### src/ordered_int_key_value_table_macros.svh
// Assertion macros shared by the table RTL
`ifndef ORDERED_INT_KEY_VALUE_TABLE_MACROS_SVH
`define ORDERED_INT_KEY_VALUE_TABLE_MACROS_SVH

// a implies b in the same cycle, checked outside reset
`define OIKV_ASSERT_IMP(label, clk, rst, a, b) \
  label: assert property (@(posedge clk) disable iff (rst) (a) |-> (b)) \
    else $error("oikv assertion failed");

// a implies b in the next cycle, checked outside reset
`define OIKV_ASSERT_NEXT(label, clk, rst, a, b) \
  label: assert property (@(posedge clk) disable iff (rst) (a) |=> (b)) \
    else $error("oikv assertion failed");

`endif

### src/oikv_pkg.sv
// Package: sizes, opcodes and cell control type for the key/value table
package oikv_pkg;

  localparam int ENTRIES = 16;
  localparam int KEY_W   = 32;
  localparam int VAL_W   = 32;
  localparam int CNT_W   = $clog2(ENTRIES + 1);
  localparam int OUT_CNT_W = 5;

  typedef enum logic [1:0] {
    OP_SET = 2'd0,
    OP_GET = 2'd1,
    OP_DEL = 2'd2,
    OP_NOP = 2'd3
  } opcode_t;

  // per-cell command for the cycle an item is accepted
  typedef struct packed {
    logic       accept;
    logic [1:0] opcode;
    logic       used;     // cell holds a live entry
    logic       tail;     // first free cell, append target
    logic       any_hit;  // key matched somewhere in the row
  } cell_cmd_t;

endpackage

### src/ordered_int_key_value_table.sv
// Ordered key/value table: a row of cells searched in parallel, one item per cycle
// unless replies stall. On each accepted request (set, get or delete) every cell
// compares its key at once, the hit ripples up the cell row so that on delete every
// later cell takes its upper neighbor's entry, and the result is registered and
// shows in the cycle after acceptance. A new item is taken every cycle while the
// result register is empty or being drained, so the sustained rate is one item per
// clock. The search compare and the hit ripple through the cell row set the clock period.
`include "ordered_int_key_value_table_macros.svh"

module ordered_int_key_value_table (
  input  logic                               clk,
  input  logic                               rst,
  input  logic                               req_valid,
  output logic                               req_stall,
  input  logic [1:0]                         opcode,
  input  logic signed [oikv_pkg::KEY_W-1:0]  key,
  input  logic signed [oikv_pkg::VAL_W-1:0]  new_value,
  output logic                               rsp_valid,
  input  logic                               rsp_stall,
  output logic                               found,
  output logic signed [oikv_pkg::VAL_W-1:0]  read_value,
  output logic                               table_full,
  output logic [oikv_pkg::OUT_CNT_W-1:0]     entry_count
);

  localparam int N = oikv_pkg::ENTRIES;

  logic                        accept;
  logic [oikv_pkg::CNT_W-1:0]  count;
  logic [oikv_pkg::CNT_W-1:0]  count_next;
  logic [N:0]                  hit_chain;
  logic [N-1:0]                match_vec;
  logic [oikv_pkg::KEY_W-1:0]  cell_key   [N];
  logic [oikv_pkg::VAL_W-1:0]  cell_value [N];
  logic                        any_hit;
  logic                        is_full;
  logic                        full_drop;
  logic [oikv_pkg::VAL_W-1:0]  hit_value;
  logic [oikv_pkg::VAL_W-1:0]  rd_next;

  assign req_stall = rsp_valid && rsp_stall;
  assign accept    = req_valid && !req_stall;
  assign hit_chain[0] = 1'b0;
  assign any_hit   = hit_chain[N];
  assign is_full   = (count == oikv_pkg::CNT_W'(N));

  for (genvar i = 0; i < N; i++) begin : g_cell
    oikv_pkg::cell_cmd_t cmd;
    logic [oikv_pkg::KEY_W-1:0] up_k;
    logic [oikv_pkg::VAL_W-1:0] up_v;

    assign cmd.accept  = accept;
    assign cmd.opcode  = opcode;
    assign cmd.used    = oikv_pkg::CNT_W'(i) < count;
    assign cmd.tail    = oikv_pkg::CNT_W'(i) == count;
    assign cmd.any_hit = any_hit;

    if (i == N - 1) begin : g_top
      assign up_k = cell_key[i];
      assign up_v = cell_value[i];
    end else begin : g_mid
      assign up_k = cell_key[i+1];
      assign up_v = cell_value[i+1];
    end

    oikv_cell u_cell (
      .clk        (clk),
      .cmd        (cmd),
      .req_key    (key),
      .req_value  (new_value),
      .up_key     (up_k),
      .up_value   (up_v),
      .hit_in     (hit_chain[i]),
      .hit_out    (hit_chain[i+1]),
      .match      (match_vec[i]),
      .cell_key   (cell_key[i]),
      .cell_value (cell_value[i])
    );
  end

  always_comb begin
    hit_value = '0;
    for (int i = 0; i < N; i++) begin
      hit_value = hit_value | (cell_value[i] & {oikv_pkg::VAL_W{match_vec[i]}});
    end
  end

  always_comb begin
    count_next = count;
    full_drop  = 1'b0;
    rd_next    = '1;
    case (opcode)
      oikv_pkg::OP_SET: begin
        if (!any_hit) begin
          if (is_full) begin
            full_drop = 1'b1;
          end else begin
            count_next = count + 1'b1;
          end
        end
      end
      oikv_pkg::OP_GET: begin
        if (any_hit) begin
          rd_next = hit_value;
        end
      end
      oikv_pkg::OP_DEL: begin
        if (any_hit) begin
          count_next = count - 1'b1;
        end
      end
      default: begin
      end
    endcase
  end

  always_ff @(posedge clk) begin
    if (rst) begin
      count     <= '0;
      rsp_valid <= 1'b0;
    end else begin
      if (accept) begin
        count <= count_next;
      end
      if (accept) begin
        rsp_valid <= 1'b1;
      end else if (!rsp_stall) begin
        rsp_valid <= 1'b0;
      end
    end
  end

  always_ff @(posedge clk) begin
    if (accept) begin
      found       <= any_hit && (opcode != oikv_pkg::OP_NOP);
      read_value  <= rd_next;
      table_full  <= full_drop;
      entry_count <= count_next[oikv_pkg::OUT_CNT_W-1:0];
    end
  end

  `OIKV_ASSERT_IMP(a_count_range, clk, rst, 1'b1, count <= oikv_pkg::CNT_W'(N))
  `OIKV_ASSERT_IMP(a_keys_unique, clk, rst, 1'b1, $onehot0(match_vec))
  `OIKV_ASSERT_NEXT(a_rsp_after_accept, clk, rst, accept, rsp_valid)
  `OIKV_ASSERT_IMP(a_full_not_found, clk, rst, rsp_valid && table_full, !found)

endmodule

### src/oikv_cell.sv
// One table cell: holds a key/value pair, compares, updates, shifts from neighbor
module oikv_cell (
  input  logic                        clk,
  input  oikv_pkg::cell_cmd_t         cmd,
  input  logic [oikv_pkg::KEY_W-1:0]  req_key,
  input  logic [oikv_pkg::VAL_W-1:0]  req_value,
  input  logic [oikv_pkg::KEY_W-1:0]  up_key,
  input  logic [oikv_pkg::VAL_W-1:0]  up_value,
  input  logic                        hit_in,
  output logic                        hit_out,
  output logic                        match,
  output logic [oikv_pkg::KEY_W-1:0]  cell_key,
  output logic [oikv_pkg::VAL_W-1:0]  cell_value
);

  logic [oikv_pkg::KEY_W-1:0] key_q;
  logic [oikv_pkg::VAL_W-1:0] value_q;
  logic [oikv_pkg::KEY_W-1:0] key_next;
  logic [oikv_pkg::VAL_W-1:0] value_next;

  assign match      = cmd.used && (key_q == req_key);
  assign hit_out    = hit_in | match;
  assign cell_key   = key_q;
  assign cell_value = value_q;

  always_comb begin
    key_next   = key_q;
    value_next = value_q;
    if (cmd.accept) begin
      case (cmd.opcode)
        oikv_pkg::OP_SET: begin
          if (match) begin
            value_next = req_value;
          end else if (cmd.tail && !cmd.any_hit) begin
            key_next   = req_key;
            value_next = req_value;
          end
        end
        oikv_pkg::OP_DEL: begin
          // cells at or above the deleted one take their upper neighbor
          if (hit_out) begin
            key_next   = up_key;
            value_next = up_value;
          end
        end
        default: begin
        end
      endcase
    end
  end

  always_ff @(posedge clk) begin
    key_q   <= key_next;
    value_q <= value_next;
  end

endmodule

### config.mk
export PLATFORM = sky130hd
export DESIGN_NAME = ordered_int_key_value_table
export DESIGN_NICKNAME = d
export VERILOG_FILES = /design/src/oikv_pkg.sv /design/src/ordered_int_key_value_table.sv /design/src/oikv_cell.sv
export VERILOG_INCLUDE_DIRS = /design/src /design/src/src
export SDC_FILE = /design/constraint.sdc
export NUM_CORES = 2
export LEC_CHECK = 0
export BUFFER_PORTS_ARGS = -buffer_cell sky130_fd_sc_hd__buf_2
export CAP_MARGIN = 40
export CELL_PAD_IN_SITES_DETAIL_PLACEMENT = 1
export CELL_PAD_IN_SITES_GLOBAL_PLACEMENT = 1
export CORE_UTILIZATION = 25
export CTS_BUF_LIST = sky130_fd_sc_hd__clkbuf_2 sky130_fd_sc_hd__clkbuf_4 sky130_fd_sc_hd__clkbuf_8
export DETAILED_ROUTE_END_ITERATION = 12
export GPL_TIMING_DRIVEN = 0
export PLACE_DENSITY_LB_ADDON = 0.25
export SLEW_MARGIN = 0
export SYNTH_ARGS = -nofsm -noshare
export SYNTH_HDL_FRONTEND = slang
export SYNTH_SLANG_ARGS = --single-unit
export TNS_END_PERCENT = 10
### constraint.sdc
create_clock -name clk -period 18.8 [get_ports clk]
set_input_delay 1.88 -clock clk [delete_from_list [all_inputs] [get_ports clk]]
set_output_delay 1.88 -clock clk [all_outputs]
set_load 0.05 [all_outputs]
==> results.toml <==
[timing]
layout_setup_ws_ns = 12.15
hold_viol = 0
period_share_pct = 35.4
relSlewSlack_pct = 33.2
fmax_ghz = 0.150
tightest_slew_ns = 1.00
rsz0062_at_grt = "false"
drv_slew = 0
fin_setup_tns_ns = 0
min_period_ns = 6.65
setup_viol = 0
fin_worst_skew_ns = 0.0763

[detailed_routing]
wl_per_cell_um = 33.1
ant_nets = 0
num_vias = 36600
viasPerCell = 5.22
drt_wl_total_um = 232000
drtPass1Iterations = 6
route.detailed.drc = 0
drt-initial-drc-count = 4219

[cts]
htree_levels = 4
cts_root_buffer = "clkbuf_8"
cts.sinks = 1069
clock_latency_ns = 0.99
cts_buffer_depth = 3
postCtsSetupRepairBufs = 0
ctsHoldBuffers = 0
cts_buffers = 182
cts_resized = 0
cts_tree = "done"
clk_pin_slew_worst_paths_ns = 0.07

[setup_path]
critPathRequiredTime_ns = 19.43
crit_path_max_incr_delay_ns = 0.78
worst_setup_path_start_kind = "input pin"
reg2reg_depth = 15
crit_fanout = 14
crit_chain = "buf_2 > buf_2 > buf_4 > xnor2_1 > nand4_1 > nor4_1 > and3_1 > clkbuf_2 > clkbuf_1 > clkbuf_2 > a21oi_1 > nor2_4 > buf_12 > buf_12"
path_class = "in2reg"
crit_arrival_ns = 7.28
endpoint_kind = "flop"
timing.rr.end = "g_cell[15].u_cell.cell_key[29]$_DFFE_PP_"
cpMaxStageDelayCell = "clkbuf_1"
reg2reg_from = "count[2]$_SDFFE_PP0P_"
ff2ff_setup_slack_ns = 13.16

[synthesis]
yosysUniqueCellTypes = 66
syn_area_mm2 = 0.0509
syn_nets = 3798
synth_fa_ha_area_share_pct = 0.123
synth-seq-area-share_pct = 62.9
synth_top_family_by_area = "compound AO/OA/AOI/OAI gates"
syn_inst = 3723
synthMuxAreaShare_pct = 0.0442
synthArstFlopShare_pct = 0
synthFlopType = "edfxtp_1"
synthSimpleGateAreaFrac_pct = 5.20
synth-xor-area-share_pct = 8.84
avgSynthCellArea_um2 = 13.7
ys_warn_count = 0
synth-compound-area-share_pct = 19.4
yosys_register_bits = 1069
synth_edf_count = 1063

[pwr]
combPwrFrac_pct = 10.6
p_sw_share_pct = 26.4
power.share.sequential_pct = 50.3
switching_power_uw = 1450
leakage_uw = 0.0242
ir_worst_vdd_uv = 66.8
clkPwrFrac_pct = 39.1
power_density_mw_per_mm2 = 89.5
internal_power_uw = 4030

[grt]
grt-ovfl-total = 0
grt_usage_pct = 22.2
grt_max_degree = 33
grt_pass1_vias = 36800
antenna_found_initial = 12
grt_pass1_wl_um = 313000

[flow_run]
drv_cap = 0

[floorplan]
start_util_pct = 25.2
die_area_mm2 = 0.205
core_area_mm2 = 0.202
rows = 165
die_h_um = 453
pin_count = 111
fp.dieW_um = 453

[place]
routabilityCongestion = 0.907
hpwl_um = 180000
pre_cts_ws_ns = 11.24
io_buffers = 107
place_area_mm2 = 0.0577

[worst_hold_path]
hold_start = "g_cell[6].u_cell.cell_key[0]$_DFFE_PP_"
hold_class = "reg2reg"
whs_path_depth = 1
min_to = "g_cell[5].u_cell.cell_key[0]$_DFFE_PP_"

[layout]
finalNetCount = 4265
synthToLayoutAreaGrowth_pct = 20.4
fin_area_mm2 = 0.0613
drive_gt1_share_pct = 16.3

[run_status]
status = "complete, no violations"
==> registers in the layout, indices dropped and copies added, names as in the netlist <==
name / cells
read_value: 32
g_cell.u_cell.cell_value: 512
count: 5
g_cell.u_cell.cell_key: 512
found: 1
table_full: 1
entry_count: 5
rsp_valid: 1
==> metrics by stage <==
| step | util, % | cells | hold slack, ns | power (uW) |
|---|---|---|---|---|
| finish | 30.3 | 7014 | 0.524 | 5480 |
| global route | 30.3 | 7011 | 0.551 | 5620 |
| detailed placement | 28.5 | 6678 | 0.534 | 3380 |
| floorplan | - | 3723 | 0.520 | 3110 |
| CTS | 30.3 | 7006 | 0.538 | 5510 |
| global placement | 27.1 | 6502 | 0.524 | 3340 |
==> layout by cell type (no fill, tap or decap), types with 8 or more instances in the layout <==
master    netlist  layout
inv_1           8       8
xor2_1        300     300
and3_1         23      21
buf_12          0      24
a22o_1         73      73
a21oi_1        35      25
clkbuf_4        0      78
buf_4          52      66
a222oi_1       11      11
buf_8           0      50
a221oi_1       83      83
a21o_1        960     960
a22oi_1        78      78
or3_1           9       9
nand4_1       102     102
nor3_1         22      18
clkbuf_1      302     287
and4_1          8       8
buf_6          10      74
xnor2_1       214     214
and2_0         52      52
buf_16          0      18
nand3_1        42      42
clkbuf_2        0      15
diode_2         0       8
nor4_1         83      81
a21oi_4         0      10
nor2_1         32      25
o21ai_0        13      10
clkinv_1        1      42
clkbuf_8        0     191
edfxtp_1     1063    1063
nand2_1        31      31
and2_1         15      15
buf_2          10     121
clkinv_2        0       9
==> power groups by stage <==
stage	Sequential, uW	Clock [uW]	Combinational [uW]
global placement	2810	0	532
floorplan	2800	0	308
finish	2760	2140	583
detailed placement	2800	0	579
global route	2760	2250	611
CTS	2750	2170	583
==> worst max-delay path by stage <==
stage | start | to | slack (ns)
2_1_floorplan | rsp_stall | g_cell[15].u_cell.cell_value[0]$_DFFE_PP_ | 11.13
3_3_place_gp | rsp_stall | g_cell[13].u_cell.cell_value[18]$_DFFE_PP_ | 4.13
3_5_place_dp | key[24] | g_cell[0].u_cell.cell_key[14]$_DFFE_PP_ | 11.24
4_1_cts | key[24] | g_cell[0].u_cell.cell_key[2]$_DFFE_PP_ | 12.25
5_1_grt | key[24] | g_cell[0].u_cell.cell_key[2]$_DFFE_PP_ | 12.21
6_report | key[29] | g_cell[2].u_cell.cell_value[9]$_DFFE_PP_ | 12.15
==> per-layer routing <==
layer | up-vias | share of wire (%) | global-route usage (%)
li1 | 15300 | - | -
met1 | 19200 | 41 | 28.7
met4 | 4 | 5.4 | 10.8
met2 | 1712 | 46 | 35.7
met3 | 453 | 6.9 | 4.18
met5 | - | 0.012 | 0
==> cells in the mapped netlist (5+ instances only) <==
master	instances	area [um2]
a22o_1	73	639
nand3_1	42	210
buf_6	10	113
and2_1	15	93.8
nor2b_1	5	31.3
o21ai_0	13	65.1
a221oi_1	83	727
or3_1	9	56.3
ha_1	5	62.6
buf_2	10	50.1
xor2_1	300	2630
xnor2_1	214	1870
a21oi_1	35	175
nor3_1	22	110
nor2_1	32	120
clkbuf_1	302	1130
and4_1	8	70.1
a31oi_1	7	43.8
buf_4	52	390
buf_1	7	26.3
edfxtp_1	1063	31900
dfxtp_1	6	120
inv_1	8	30.0
a222oi_1	11	110
a21o_1	960	7210
nor4_1	83	519
and2_0	52	325
a22oi_1	78	586
nand2_1	31	116
and3_1	23	144
nand4_1	102	638
==> critical path, delay by kind of cell <==
kind / cells / cell delay, ns
buf+inv: 8 / 3.44
simple gates: 4 / 1.40
xor+xnor: 1 / 0.25
compound gates: 1 / 0.19
==> cells by family after synthesis <==
logic type      after synthesis
fa+ha+maj                     5
simple gates                445
compound gates             1298
flops                      1069
xor+xnor                    514
buf+inv                     390
mux                           2
==> final cells by class <==
class,instances,area (um2)
inverter,9,33.8
buffer,381,1730
multi-input combinational,2264,17400
tap,2672,3340
sequential,1069,32000
fill,21800,141000
antenna,8,20.0
clock inverter,59,320
timing repair buffer,283,3130
clock buffer,269,3210
(Power assumes the default switching activity.)
